--- src/rtl/core/assert_macros.svh ---
// Assertion helpers shared by the RTL that checks itself.
`ifndef ASSERT_MACROS_SVH
`define ASSERT_MACROS_SVH

// Same-cycle implication, disabled while reset is asserted.
`define ASSERT_IMPLY(label, clk, rst_n, ante, cons) \
	label: assert property (@(posedge clk) disable iff (!rst_n) (ante) |-> (cons)) \
		else $error("assertion failed");

// Next-cycle implication, disabled while reset is asserted.
`define ASSERT_NEXT(label, clk, rst_n, ante, cons) \
	label: assert property (@(posedge clk) disable iff (!rst_n) (ante) |=> (cons)) \
		else $error("assertion failed");

`endif

--- src/rtl/core/hrrn_pkg.sv ---
package hrrn_pkg;

	localparam int MAX_JOBS_DEF = 16;

	localparam int ARR_W      = 16;
	localparam int BUR_W      = 16;
	localparam int IDX_OUT_W  = 4;
	localparam int TIME_OUT_W = 21;
	localparam int WAIT_W     = 20;
	localparam int IDLE_W     = 16;

	typedef enum logic [2:0] {
		ST_IDLE,
		ST_PRIME,
		ST_MUL,
		ST_CMP,
		ST_EMIT
	} state_t;

	// Commands from the controller to the datapath.
	typedef struct packed {
		logic load;
		logic scan_init;
		logic mul;
		logic cmp;
		logic emit;
	} cmd_t;

	// Status from the datapath to the controller.
	typedef struct packed {
		logic scan_last;
		logic set_last;
	} status_t;

endpackage

--- src/rtl/core/hrrn_ctrl.sv ---
module hrrn_ctrl (
	input  logic              clk,
	input  logic              arst_n,
	input  logic              start,
	input  logic              last_job,
	input  hrrn_pkg::status_t status,
	output hrrn_pkg::cmd_t    cmd,
	output logic              busy
);
	import hrrn_pkg::*;

	state_t state_q;
	state_t state_d;

	always_ff @(posedge clk or negedge arst_n) begin
		if (!arst_n) begin
			state_q <= ST_IDLE;
		end else begin
			state_q <= state_d;
		end
	end

	always_comb begin
		state_d = state_q;
		cmd     = '0;
		busy    = (state_q != ST_IDLE);
		unique case (state_q)
			ST_IDLE: begin
				if (start) begin
					cmd.load = 1'b1;
					if (last_job) begin
						cmd.scan_init = 1'b1;
						state_d       = ST_PRIME;
					end
				end
			end
			ST_PRIME: begin
				state_d = ST_MUL;
			end
			ST_MUL: begin
				cmd.mul = 1'b1;
				state_d = ST_CMP;
			end
			ST_CMP: begin
				cmd.cmp = 1'b1;
				state_d = status.scan_last ? ST_EMIT : ST_MUL;
			end
			ST_EMIT: begin
				cmd.emit = 1'b1;
				if (status.set_last) begin
					state_d = ST_IDLE;
				end else begin
					cmd.scan_init = 1'b1;
					state_d       = ST_PRIME;
				end
			end
			default: begin
				state_d = ST_IDLE;
			end
		endcase
	end

endmodule

--- src/rtl/core/hrrn_dp.sv ---
module hrrn_dp #(
	parameter int MAX_JOBS = hrrn_pkg::MAX_JOBS_DEF
) (
	input  logic                            clk,
	input  logic                            arst_n,
	input  hrrn_pkg::cmd_t                  cmd,
	output hrrn_pkg::status_t               status,
	input  logic [hrrn_pkg::ARR_W-1:0]      arrival_time,
	input  logic [hrrn_pkg::BUR_W-1:0]      burst_time,
	output logic                            result_valid,
	output logic [hrrn_pkg::IDX_OUT_W-1:0]  job_index,
	output logic [hrrn_pkg::TIME_OUT_W-1:0] start_time,
	output logic [hrrn_pkg::TIME_OUT_W-1:0] finish_time,
	output logic [hrrn_pkg::TIME_OUT_W-1:0] turnaround,
	output logic [hrrn_pkg::WAIT_W-1:0]     wait_time,
	output logic [hrrn_pkg::IDLE_W-1:0]     idle_total,
	output logic                            last_result
);
	import hrrn_pkg::*;

	localparam int IW = (MAX_JOBS > 1) ? $clog2(MAX_JOBS) : 1;
	localparam int CW = $clog2(MAX_JOBS + 1);
	// Time never exceeds the largest arrival plus every burst.
	localparam int TW = $clog2((MAX_JOBS + 1) * 65536);
	localparam int NW = TW + 1;
	localparam int PW = NW + BUR_W;

	logic [ARR_W-1:0] arr_mem [MAX_JOBS];
	logic [BUR_W-1:0] bur_mem [MAX_JOBS];
	logic [MAX_JOBS-1:0] done_q;

	logic [CW-1:0]     count_q;
	logic [CW-1:0]     k_q;
	logic [TW-1:0]     t_q;
	logic [IDLE_W-1:0] idle_q;
	logic [IW-1:0]     addr_q;

	logic [ARR_W-1:0] arr_s1;
	logic [BUR_W-1:0] bur_s1;
	logic [IW-1:0]    idx_s1;

	logic [PW-1:0]    lhs_s2;
	logic [PW-1:0]    rhs_s2;
	logic [ARR_W-1:0] arr_s2;
	logic [BUR_W-1:0] bur_s2;
	logic [IW-1:0]    idx_s2;
	logic             ready_s2;
	logic             pend_s2;

	logic             found_q;
	logic [IW-1:0]    best_idx_q;
	logic [ARR_W-1:0] best_arr_q;
	logic [BUR_W-1:0] best_bur_q;
	logic             any_q;
	logic [IW-1:0]    min_idx_q;
	logic [ARR_W-1:0] min_arr_q;
	logic [BUR_W-1:0] min_bur_q;

	logic                  valid_q;
	logic [IDX_OUT_W-1:0]  job_index_q;
	logic [TIME_OUT_W-1:0] start_time_q;
	logic [TIME_OUT_W-1:0] finish_time_q;
	logic [TIME_OUT_W-1:0] turnaround_q;
	logic [WAIT_W-1:0]     wait_time_q;
	logic [IDLE_W-1:0]     idle_total_q;
	logic                  last_result_q;

	logic [NW-1:0]     nc;
	logic [NW-1:0]     nb;
	logic              beats;
	logic [IW-1:0]     sel_idx;
	logic [ARR_W-1:0]  sel_arr;
	logic [BUR_W-1:0]  sel_bur;
	logic [TW-1:0]     start_t;
	logic [TW-1:0]     finish_t;
	logic [IDLE_W-1:0] idle_next;

	// Job store: one write port for loading, one registered read port for the scan.
	always_ff @(posedge clk) begin
		if (cmd.load && (count_q != CW'(MAX_JOBS))) begin
			arr_mem[count_q[IW-1:0]] <= arrival_time;
			bur_mem[count_q[IW-1:0]] <= burst_time;
		end
		arr_s1 <= arr_mem[addr_q];
		bur_s1 <= bur_mem[addr_q];
		idx_s1 <= addr_q;
	end

	// Normalized response numerators of the scanned entry and of the best so far.
	assign nc = NW'(t_q - TW'(arr_s1)) + NW'(bur_s1);
	assign nb = NW'(t_q - TW'(best_arr_q)) + NW'(best_bur_q);

	always_ff @(posedge clk) begin
		if (cmd.mul) begin
			lhs_s2   <= PW'(nc * best_bur_q);
			rhs_s2   <= PW'(nb * bur_s1);
			arr_s2   <= arr_s1;
			bur_s2   <= bur_s1;
			idx_s2   <= idx_s1;
			ready_s2 <= !done_q[idx_s1] && (TW'(arr_s1) <= t_q);
			pend_s2  <= !done_q[idx_s1];
		end
	end

	assign beats = (lhs_s2 > rhs_s2) || ((lhs_s2 == rhs_s2) && (arr_s2 < best_arr_q));

	assign status.scan_last = ((CW'(idx_s2) + CW'(1)) == count_q);
	assign status.set_last  = ((k_q + CW'(1)) == count_q);

	// With no ready job, the earliest pending arrival at the lowest position runs next.
	assign sel_idx   = found_q ? best_idx_q : min_idx_q;
	assign sel_arr   = found_q ? best_arr_q : min_arr_q;
	assign sel_bur   = found_q ? best_bur_q : min_bur_q;
	assign start_t   = found_q ? t_q : TW'(min_arr_q);
	assign finish_t  = start_t + TW'(sel_bur);
	assign idle_next = found_q ? idle_q : (idle_q + IDLE_W'(TW'(min_arr_q) - t_q));

	always_ff @(posedge clk or negedge arst_n) begin
		if (!arst_n) begin
			count_q <= '0;
			k_q     <= '0;
			t_q     <= '0;
			idle_q  <= '0;
			done_q  <= '0;
			addr_q  <= '0;
			found_q <= 1'b0;
			any_q   <= 1'b0;
			valid_q <= 1'b0;
		end else begin
			valid_q <= cmd.emit;
			if (cmd.load && (count_q != CW'(MAX_JOBS))) begin
				count_q <= count_q + CW'(1);
			end
			if (cmd.scan_init) begin
				addr_q  <= '0;
				found_q <= 1'b0;
				any_q   <= 1'b0;
			end
			if (cmd.mul) begin
				addr_q <= addr_q + IW'(1);
			end
			if (cmd.cmp) begin
				if (ready_s2 && (!found_q || beats)) begin
					found_q <= 1'b1;
				end
				if (pend_s2 && (!any_q || (arr_s2 < min_arr_q))) begin
					any_q <= 1'b1;
				end
			end
			if (cmd.emit) begin
				if (status.set_last) begin
					count_q <= '0;
					k_q     <= '0;
					t_q     <= '0;
					idle_q  <= '0;
					done_q  <= '0;
				end else begin
					k_q              <= k_q + CW'(1);
					t_q              <= finish_t;
					idle_q           <= idle_next;
					done_q[sel_idx]  <= 1'b1;
				end
			end
		end
	end

	always_ff @(posedge clk) begin
		if (cmd.cmp) begin
			if (ready_s2 && (!found_q || beats)) begin
				best_idx_q <= idx_s2;
				best_arr_q <= arr_s2;
				best_bur_q <= bur_s2;
			end
			if (pend_s2 && (!any_q || (arr_s2 < min_arr_q))) begin
				min_idx_q <= idx_s2;
				min_arr_q <= arr_s2;
				min_bur_q <= bur_s2;
			end
		end
		if (cmd.emit) begin
			job_index_q   <= IDX_OUT_W'(sel_idx);
			start_time_q  <= TIME_OUT_W'(start_t);
			finish_time_q <= TIME_OUT_W'(finish_t);
			turnaround_q  <= TIME_OUT_W'(finish_t - TW'(sel_arr));
			wait_time_q   <= WAIT_W'(start_t - TW'(sel_arr));
			idle_total_q  <= status.set_last ? idle_next : '0;
			last_result_q <= status.set_last;
		end
	end

	assign result_valid = valid_q;
	assign job_index    = job_index_q;
	assign start_time   = start_time_q;
	assign finish_time  = finish_time_q;
	assign turnaround   = turnaround_q;
	assign wait_time    = wait_time_q;
	assign idle_total   = idle_total_q;
	assign last_result  = last_result_q;

endmodule

--- src/rtl/core/hrrn_scheduler.sv ---
// Channel   | Handshake                      | Payload
// ----------+--------------------------------+-----------------------------------------
// job in    | start, busy (taken: start&!busy)| arrival_time, burst_time, last_job
// result    | result_valid (one-cycle strobe) | job_index, start_time, finish_time,
//           |                                 | turnaround, wait_time, idle_total,
//           |                                 | last_result
//
// Loading runs at one item per clock while the block is idle; busy holds off new
// items during a pass. Each scheduling decision runs a read-latency step, then a
// multiply step and a compare step per stored job, then the emit step; the job
// store's single read port and the cross-product multipliers make the scan visit
// the stored jobs one at a time.
// Reset clears the job count, time, idle total and done flags; the job store is
// not cleared and only loaded entries are read.
// The receiver cannot stall, so each result strobe lasts exactly one cycle.
`include "assert_macros.svh"

module hrrn_scheduler #(
	parameter int MAX_JOBS = hrrn_pkg::MAX_JOBS_DEF
) (
	input  logic                            clk,
	input  logic                            arst_n,
	input  logic                            start,
	output logic                            busy,
	input  logic [hrrn_pkg::ARR_W-1:0]      arrival_time,
	input  logic [hrrn_pkg::BUR_W-1:0]      burst_time,
	input  logic                            last_job,
	output logic                            result_valid,
	output logic [hrrn_pkg::IDX_OUT_W-1:0]  job_index,
	output logic [hrrn_pkg::TIME_OUT_W-1:0] start_time,
	output logic [hrrn_pkg::TIME_OUT_W-1:0] finish_time,
	output logic [hrrn_pkg::TIME_OUT_W-1:0] turnaround,
	output logic [hrrn_pkg::WAIT_W-1:0]     wait_time,
	output logic [hrrn_pkg::IDLE_W-1:0]     idle_total,
	output logic                            last_result
);
	import hrrn_pkg::*;

	cmd_t    cmd;
	status_t status;

	// The controller sequences loading, the per-job scan and the emit step.
	hrrn_ctrl u_ctrl (
		.clk      (clk),
		.arst_n   (arst_n),
		.start    (start),
		.last_job (last_job),
		.status   (status),
		.cmd      (cmd),
		.busy     (busy)
	);

	// The datapath holds the job store, the ratio comparison and the result registers.
	hrrn_dp #(
		.MAX_JOBS (MAX_JOBS)
	) u_dp (
		.clk          (clk),
		.arst_n       (arst_n),
		.cmd          (cmd),
		.status       (status),
		.arrival_time (arrival_time),
		.burst_time   (burst_time),
		.result_valid (result_valid),
		.job_index    (job_index),
		.start_time   (start_time),
		.finish_time  (finish_time),
		.turnaround   (turnaround),
		.wait_time    (wait_time),
		.idle_total   (idle_total),
		.last_result  (last_result)
	);

	// A closing job always starts a scheduling pass.
	`ASSERT_NEXT(a_last_starts_pass, clk, arst_n, start && !busy && last_job, busy)
	// Results other than the final one appear while the pass is still running.
	`ASSERT_IMPLY(a_mid_result_busy, clk, arst_n, result_valid && !last_result, busy)
	// The final result returns the block to idle.
	`ASSERT_IMPLY(a_final_result_idle, clk, arst_n, result_valid && last_result, !busy)
	// Decisions are separated by a full scan, so strobes never come back to back.
	`ASSERT_NEXT(a_strobe_single, clk, arst_n, result_valid, !result_valid)

endmodule

--- config.mk ---
export PLATFORM = sky130hd
export DESIGN_NAME = hrrn_scheduler
export DESIGN_NICKNAME = d
export VERILOG_FILES = /design/src/rtl/core/hrrn_pkg.sv /design/src/rtl/core/hrrn_ctrl.sv /design/src/rtl/core/hrrn_dp.sv /design/src/rtl/core/hrrn_scheduler.sv
export VERILOG_INCLUDE_DIRS = /design/src /design/src/rtl/core
export SDC_FILE = /design/constraint.sdc
export NUM_CORES = 2
export LEC_CHECK = 0
export BUFFER_PORTS_ARGS = -buffer_cell sky130_fd_sc_hd__buf_2
export CORE_MARGIN = 2
export CORE_UTILIZATION = 45
export CTS_BUF_LIST = sky130_fd_sc_hd__clkbuf_4
export CTS_CLUSTER_DIAMETER = 40
export DETAILED_ROUTE_END_ITERATION = 8
export SETUP_SLACK_MARGIN = 0.4
export SYNTH_ARGS = -nofsm -noshare
export SYNTH_HDL_FRONTEND = slang
export SYNTH_SLANG_ARGS = --single-unit
--- constraint.sdc ---
create_clock -name clk -period 11.25 [get_ports clk]
set_clock_uncertainty 0.05 [all_clocks]
set_input_delay 0.5625 -clock clk [delete_from_list [all_inputs] [get_ports clk]]
set_output_delay 0.5625 -clock clk [all_outputs]
set_load 0.1 [all_outputs]
**Word-level counts from Yosys, hierarchy flattened**

Memory sizes are Yosys's and may differ from the RTL's. A register that Yosys moved wholly into a read port is not among the register bits.
Cells that the tools add are included.

- Register bits: 367
- RAM bits: 512
- Bits of input ports: 36
- Output and inout bits: 106
- Word-level logic and storage cells: 123
- Memories kept: 2

Memories:

| name | words | bits a word | read ports | clocked after Yosys merged registers in | wr ports | line | text |
|---|---|---|---|---|---|---|---|
| u_dp.arr_mem | 16 | 16 | 1 | 1 | 1 | hrrn_dp.sv:28 | `logic [ARR_W-1:0] arr_mem [MAX_JOBS];` |
| u_dp.bur_mem | 16 | 16 | 1 | 1 | 1 | hrrn_dp.sv:29 | `logic [BUR_W-1:0] bur_mem [MAX_JOBS];` |

- Add/sub/neg operators: 13
- Multiply operators: 2
- $lt $le $gt $ge: 7
- Equality and inequality tests: 10
- Mux-type cells: 39
- Bitwise gates (word level): 1
- Reductions and logical operators: 18

Operators with widths:

| kind | number |
|---|---|
| 16-bit 2-to-1 mux | 5 |
| 22-bit by 16-bit multiplier with 38-bit output | 2 |
| 22-bit by 16-bit adder with 22-bit output | 2 |
| 21-bit by 16-bit subtractor with 22-bit output | 2 |
| 21-bit 2-to-1 mux | 2 |
| 38-bit equality test | 1 |
| 38-bit greater-than comparator | 1 |
| 16-bit less-than comparator | 2 |
| 21-bit by 16-bit adder with 21-bit output | 1 |
| 16-bit by 21-bit <= comparator with 1-bit output | 1 |
| 21-bit by 16-bit subtractor with 21-bit output | 1 |
| 5-bit 2-to-1 mux | 4 |
| 20-bit by 16-bit subtractor with 20-bit output | 1 |
| 1-bit 2-to-1 mux | 17 |
| 16-bit adder | 1 |
| 16-bit bitwise OR | 1 |
| 16-bit subtractor | 1 |
| 3-bit one-hot mux with 5 select lines | 1 |
| 4-bit 2-to-1 mux | 3 |
| 5-bit by 1-bit adder with 5-bit output, second input constant | 2 |
| 5-bit equality test | 2 |
| 4-bit by 5-bit less-than comparator with 1-bit output, second input constant | 2 |
| 3-bit 2-to-1 mux | 3 |
| 3-bit by 2-bit equality test with 1-bit output, second input constant | 2 |
| other kinds (18) | 30 |

**Longest topological paths before layout**

- Word-level depth: 7
- Gate-level depth with buffers: 39
- Gate-level depth less buffers: 36

**Modules after synthesis**

From an unflattened synthesis, not the netlist that was laid out.

- Cells, all modules: 5440
- Area, all modules: 64822.2 µm²

By module, submodules not included:

| module | times used | cells an instance | area an instance (µm²) | seq. area each (µm²) |
|---|---|---|---|---|
| hrrn_dp | 1 | 5418 | 64619.5 | 26555.5 |
| hrrn_ctrl | 1 | 22 | 202.7 | 75.1 |

**Worst setup path after synthesis**

OpenSTA, ideal clock, no wires.

- Path type: flip-flop to flip-flop
- From: reg u_dp.best_bur_q[8]
- To: reg u_dp.rhs_s2[37] (data pin)
- Library setup time: 0.260 ns
- Arrival time: 8.465 ns
- Required time: 10.940 ns
- Setup slack: 2.475 ns
- Stages on the path, launching flop included: 34
- Buffers on the path: 2
- Clock period less this slack: 8.775 ns
- Path through: edfxtp_1 clkbuf_1 inv_1 fa_1 inv_1 ha_1 a21oi_1 o21ai_0 a221o_1 a21oi_1 nor2_1 nor2_1 o21ai_0 xor2_1 clkbuf_1 nand2_1 fa_1 fa_1 fa_1 fa_1 inv_1 fa_1 inv_1 fa_1 inv_1 ha_1 and4_4 nand4_1 or3_4 a2111oi_2 a21boi_1 o41ai_1 a21oi_1 xnor2_1

- Cells in the longest elaborated chain, start to end: 2

RTL lines:

| what | line | text |
|---|---|---|
| start, declared | hrrn_dp.sv:53 | `logic [BUR_W-1:0] best_bur_q;` |
| start signal, assigned | hrrn_dp.sv:172 | `best_bur_q <= bur_s2;` |
| 22-bit by 16-bit adder with 22-bit output | hrrn_dp.sv:91 | `assign nb = NW'(t_q - TW'(best_arr_q)) + NW'(best_bur_q);` |
| 22-bit by 16-bit multiplier with 38-bit output | hrrn_dp.sv:96 | `rhs_s2 <= PW'(nb * bur_s1);` |
| end signal, assigned | hrrn_dp.sv:96 |  |
| end, declared | hrrn_dp.sv:43 | `logic [PW-1:0] rhs_s2;` |

No other way between the ends.
A chain may end at the register's enable or synchronous reset.

**Worst setup path in the final report**

- From: reg u_dp.best_bur_q[5]
- To: reg u_dp.rhs_s2[34] (data pin)

Same word-level chain as after synthesis.

==> results.toml <==
[run_status]
status = "finished, final reports clean"

[yosys]
synth-async-reset-ratio_pct = 8.013
yosysWarnings = 0
synthFlopType = "edfxtp_1"
synth_mux_area_share_pct = 5.354
ys_ff_latch = 911
synthAdderAreaFrac_pct = 26.82
syn_inst = 5617
synth_nets = 6678
synth_edf_count = 802
synth-xor-area-share_pct = 2.526
syn_avg_cell_area_um2 = 11.53
ys_seq_area_share_pct = 41.11
yosys-top-cells-area = "edfxtp_1 (37%), fa_1 (19%), ha_1 (8.1%)"
syn_area_mm2 = 0.06479
synth_compound_area_share_pct = 7.715
synth_top_area_share_pct = 37.17
yosysTopAreaCell = "edfxtp_1"
synth-simple-area-share_pct = 9.853
synth_top_family_by_area = "adder cells"
yosys.cell_types.count = 92

[floorplanning]
dieArea_mm2 = 0.1470
rows = 139
initial_utilization_pct = 45.21
die_w_um = 383.4
ioPinCount = 142
die_y_um = 383.4
core_area_mm2 = 0.1433

[finish]
postLayoutCellArea_mm2 = 0.07146
area_growth_pct = 10.31
layout.nets = 6982
drive_gt1_share_pct = 13.11
utilization_pct = 49.87
n_fill_cell = 12917

[setup_path]
worstPathRequired_ns = 12.09
cpMaxStageDelayCell = "edfxtp_1"
crit_path_end_kind = "register"
crit_arrival_ns = 10.99
critical_path.max_fanout = 25
cp_common_cell = "fa_1"
critPathKind = "reg2reg"
start_kind = "register"
crit_path_max_incr_delay_ns = 0.88

[grt]
grt_pass1_vias = 44985
grt_first_pass_wirelength_um = 271800
grt_max_degree = 81
antenna_found_initial = 11
grt_usage_pct = 24.49
grt-ovfl-total = 0

[sta]
fin_tns_setup_ns = 0
fin_crit_sh_pct = 90.25
tightest_slew_ns = 1.199
fmax_ghz = 0.09849
hold_ws_ns = 0.2160
relSlewSlack_pct = 20.09
period_needed_ns = 10.15
report.final.setup_viol = 0
rsz0062_at_grt = "no"
timing.final.hold_violations = 0
drv_slew = 0

[routing]
vias = 43423
firstDrtPassIters = 6
viasPerCell = 5.413
avgRoutedWirePerCell_um = 22.09
route.detailed.drc = 0
drtIter0Drc = 3021
drt_wl_total_um = 177200
final_antenna_net_count = 0

[clock_network]
htree_levels = 4
clock_sinks = 911
cts_made_buffers = 226
insertion_delay_ns = 1.24
cts-root-buf = "clkbuf_4"
tritoncts = "done"
clk_pin_slew_ns = 0.07
clock_path_buffers = 3

[flow_run]
cap_viol_max_count = 0

[placement]
globalplace.congestion = 0.9221
io_buffers = 141
dp_hpwl_um = 124800
placed_area_mm2 = 0.06801

[worst_hold_path]
hp-class = "in2reg"

[power_and_ir_drop]
peakVddDrop_uv = 116.5
p_leak_nw = 31.54
powerDensity_mw_per_mm2 = 92.03
==> cell type report <==
cell class              count  area (µm²)  share of cell area (%)
multi-input cells        3567       33920                   47.46
repair buffers            301        2019                   2.826
diodes                      8       20.02                 0.02801
clock inverters            84       541.8                  0.7581
clock buffers             334        2507                   3.509
flip-flops and latches    911       26640                   37.28
inverters                 914        3436                   4.808
well taps                1903        2381                   3.332
==> registers in the layout, indices dropped and copies added (netlist names), 20 cells and up <==
name,cells
u_dp.t_q,21
u_dp.rhs_s2,38
u_dp.finish_time,21
u_dp.wait_time,20
u_dp.turnaround,21
u_dp.lhs_s2,38
u_dp.start_time,21
u_dp.bur_mem,256
u_dp.arr_mem,256
==> final timing paths <==
| path | start | end | slack (ns) | depth (start not counted) |
|---|---|---|---|---|
| worst max-delay path | u_dp.best_bur_q[5]$_DFFE_PP_ | u_dp.rhs_s2[34]$_DFFE_PP_ | 1.10 | 31 |
| worst min-delay path | burst_time[10] | u_dp.bur_mem[8][10]$_DFFE_PP_ | 0.22 | 2 |
| worst max register to register | u_dp.best_bur_q[5]$_DFFE_PP_ | u_dp.rhs_s2[34]$_DFFE_PP_ | 1.10 | 31 |
| worst min register to register | u_dp.bur_s2[1]$_DFFE_PP_ | u_dp.best_bur_q[1]$_DFFE_PP_ | 0.37 | 0 |
| max in group asynchronous | arst_n | u_dp.addr_q[1]$_DFFE_PN0P_ | 10.22 | 4 |
| min in group asynchronous | arst_n | u_dp.t_q[11]$_DFFE_PN0P_ | 0.26 | 3 |
==> worst max-delay path, delay by kind of cell, from the launching register on <==
family | cells | cell delay [ns]
AO/OA/AOI/OAI | 7 | 1.45
XOR/XNOR | 2 | 0.82
adder cells (fa/ha/maj) | 9 | 4.32
buffers and inverters | 7 | 0.94
flip-flops | 1 | 0.88
AND/OR/NAND/NOR | 6 | 1.39
==> power by group <==
part / internal [mW] / switching [mW] / total [mW]
Combinational: 0.0138 / 0.0320 / 0.0458
Clock: 1.48 / 1.40 / 2.88
Sequential: 3.66 / 0 / 3.66
==> cell usage after synthesis (9+ instances only) <==
| cell type | number |
|---|---|
| a211o_1 | 9 |
| a211oi_1 | 12 |
| a21o_1 | 69 |
| a21oi_1 | 217 |
| a221oi_1 | 34 |
| a22o_1 | 11 |
| a22oi_1 | 32 |
| a311oi_1 | 11 |
| a31oi_1 | 28 |
| and2_1 | 297 |
| and3_1 | 15 |
| buf_1 | 18 |
| clkbuf_1 | 199 |
| dfrtp_1 | 73 |
| dfxtp_1 | 36 |
| edfxtp_1 | 802 |
| fa_1 | 606 |
| ha_1 | 419 |
| inv_1 | 911 |
| mux2_2 | 49 |
| mux2i_1 | 135 |
| mux4_2 | 69 |
| nand2_1 | 575 |
| nand2b_1 | 20 |
| nand3_1 | 82 |
| nand4_1 | 35 |
| nor2_1 | 178 |
| nor2b_1 | 20 |
| nor3_1 | 50 |
| nor4b_1 | 12 |
| o211ai_1 | 23 |
| o21a_1 | 27 |
| o21ai_0 | 161 |
| o21ai_1 | 9 |
| o21bai_1 | 28 |
| o22ai_1 | 10 |
| o311ai_0 | 12 |
| xnor2_1 | 130 |
| xor2_1 | 55 |
==> cells by family (layout without fill, tap and decap cells) <==
logic type / count (synthesis) / after routing
other cells: 0 / 8
buf+inv: 1139 / 1633
xor+xnor: 186 / 186
mux: 254 / 254
compound gates: 768 / 768
flops: 911 / 911
simple gates: 1334 / 1334
fa+ha+maj: 1025 / 1025
==> layer usage <==
| layer | GRT usage (%) | wire length, µm | up-vias |
|---|---|---|---|
| met1 | 33.25 | 76310 | 21936 |
| met5 | 0 | 59 | - |
| met3 | 4.034 | 11230 | 322 |
| met4 | 8.184 | 5283 | 8 |
| met2 | 40.07 | 84330 | 1418 |
| li1 | - | - | 19739 |
==> timing repair <==
action,CTS,global route
endpoints found under the hold margin,596,0
gates resized for setup,0,0
buffers inserted,0,0
hold buffers,37,0
==> cells in the final DEF, fill, tap and decap left out, types with 20 or more instances in the layout <==
master,Yosys,final
nand2_1,575,575
nor3_1,50,50
buf_4,1,124
buf_2,6,140
mux2i_1,135,135
dfrtp_1,73,69
nor2_1,178,176
dfxtp_1,36,36
and2_1,297,284
a31oi_1,28,28
o21bai_1,28,28
xor2_1,55,55
dlygate4sd3_1,0,36
mux2_2,49,49
mux4_2,69,69
fa_1,606,606
ha_1,419,419
a21o_1,69,69
a221oi_1,34,34
clkinv_1,3,60
xnor2_1,130,129
o21a_1,27,27
nand2b_1,20,20
nand3_1,82,82
a22oi_1,32,32
o21ai_0,161,161
o211ai_1,23,23
clkbuf_4,0,334
nand4_1,35,35
edfxtp_1,802,802
a21oi_1,217,217
inv_1,911,910
==> per-stage QoR <==
stage	setup slack, ns	total power [mW]	cells
finish	1.097	6.577	8022
detailed placement	1.076	3.762	7559
global route	0.4725	6.826	8021
global placement	1.145	3.761	7559
floorplan	2.475	3.730	5617
CTS	1.077	6.656	8014
Power figures use the tool's default switching activity.
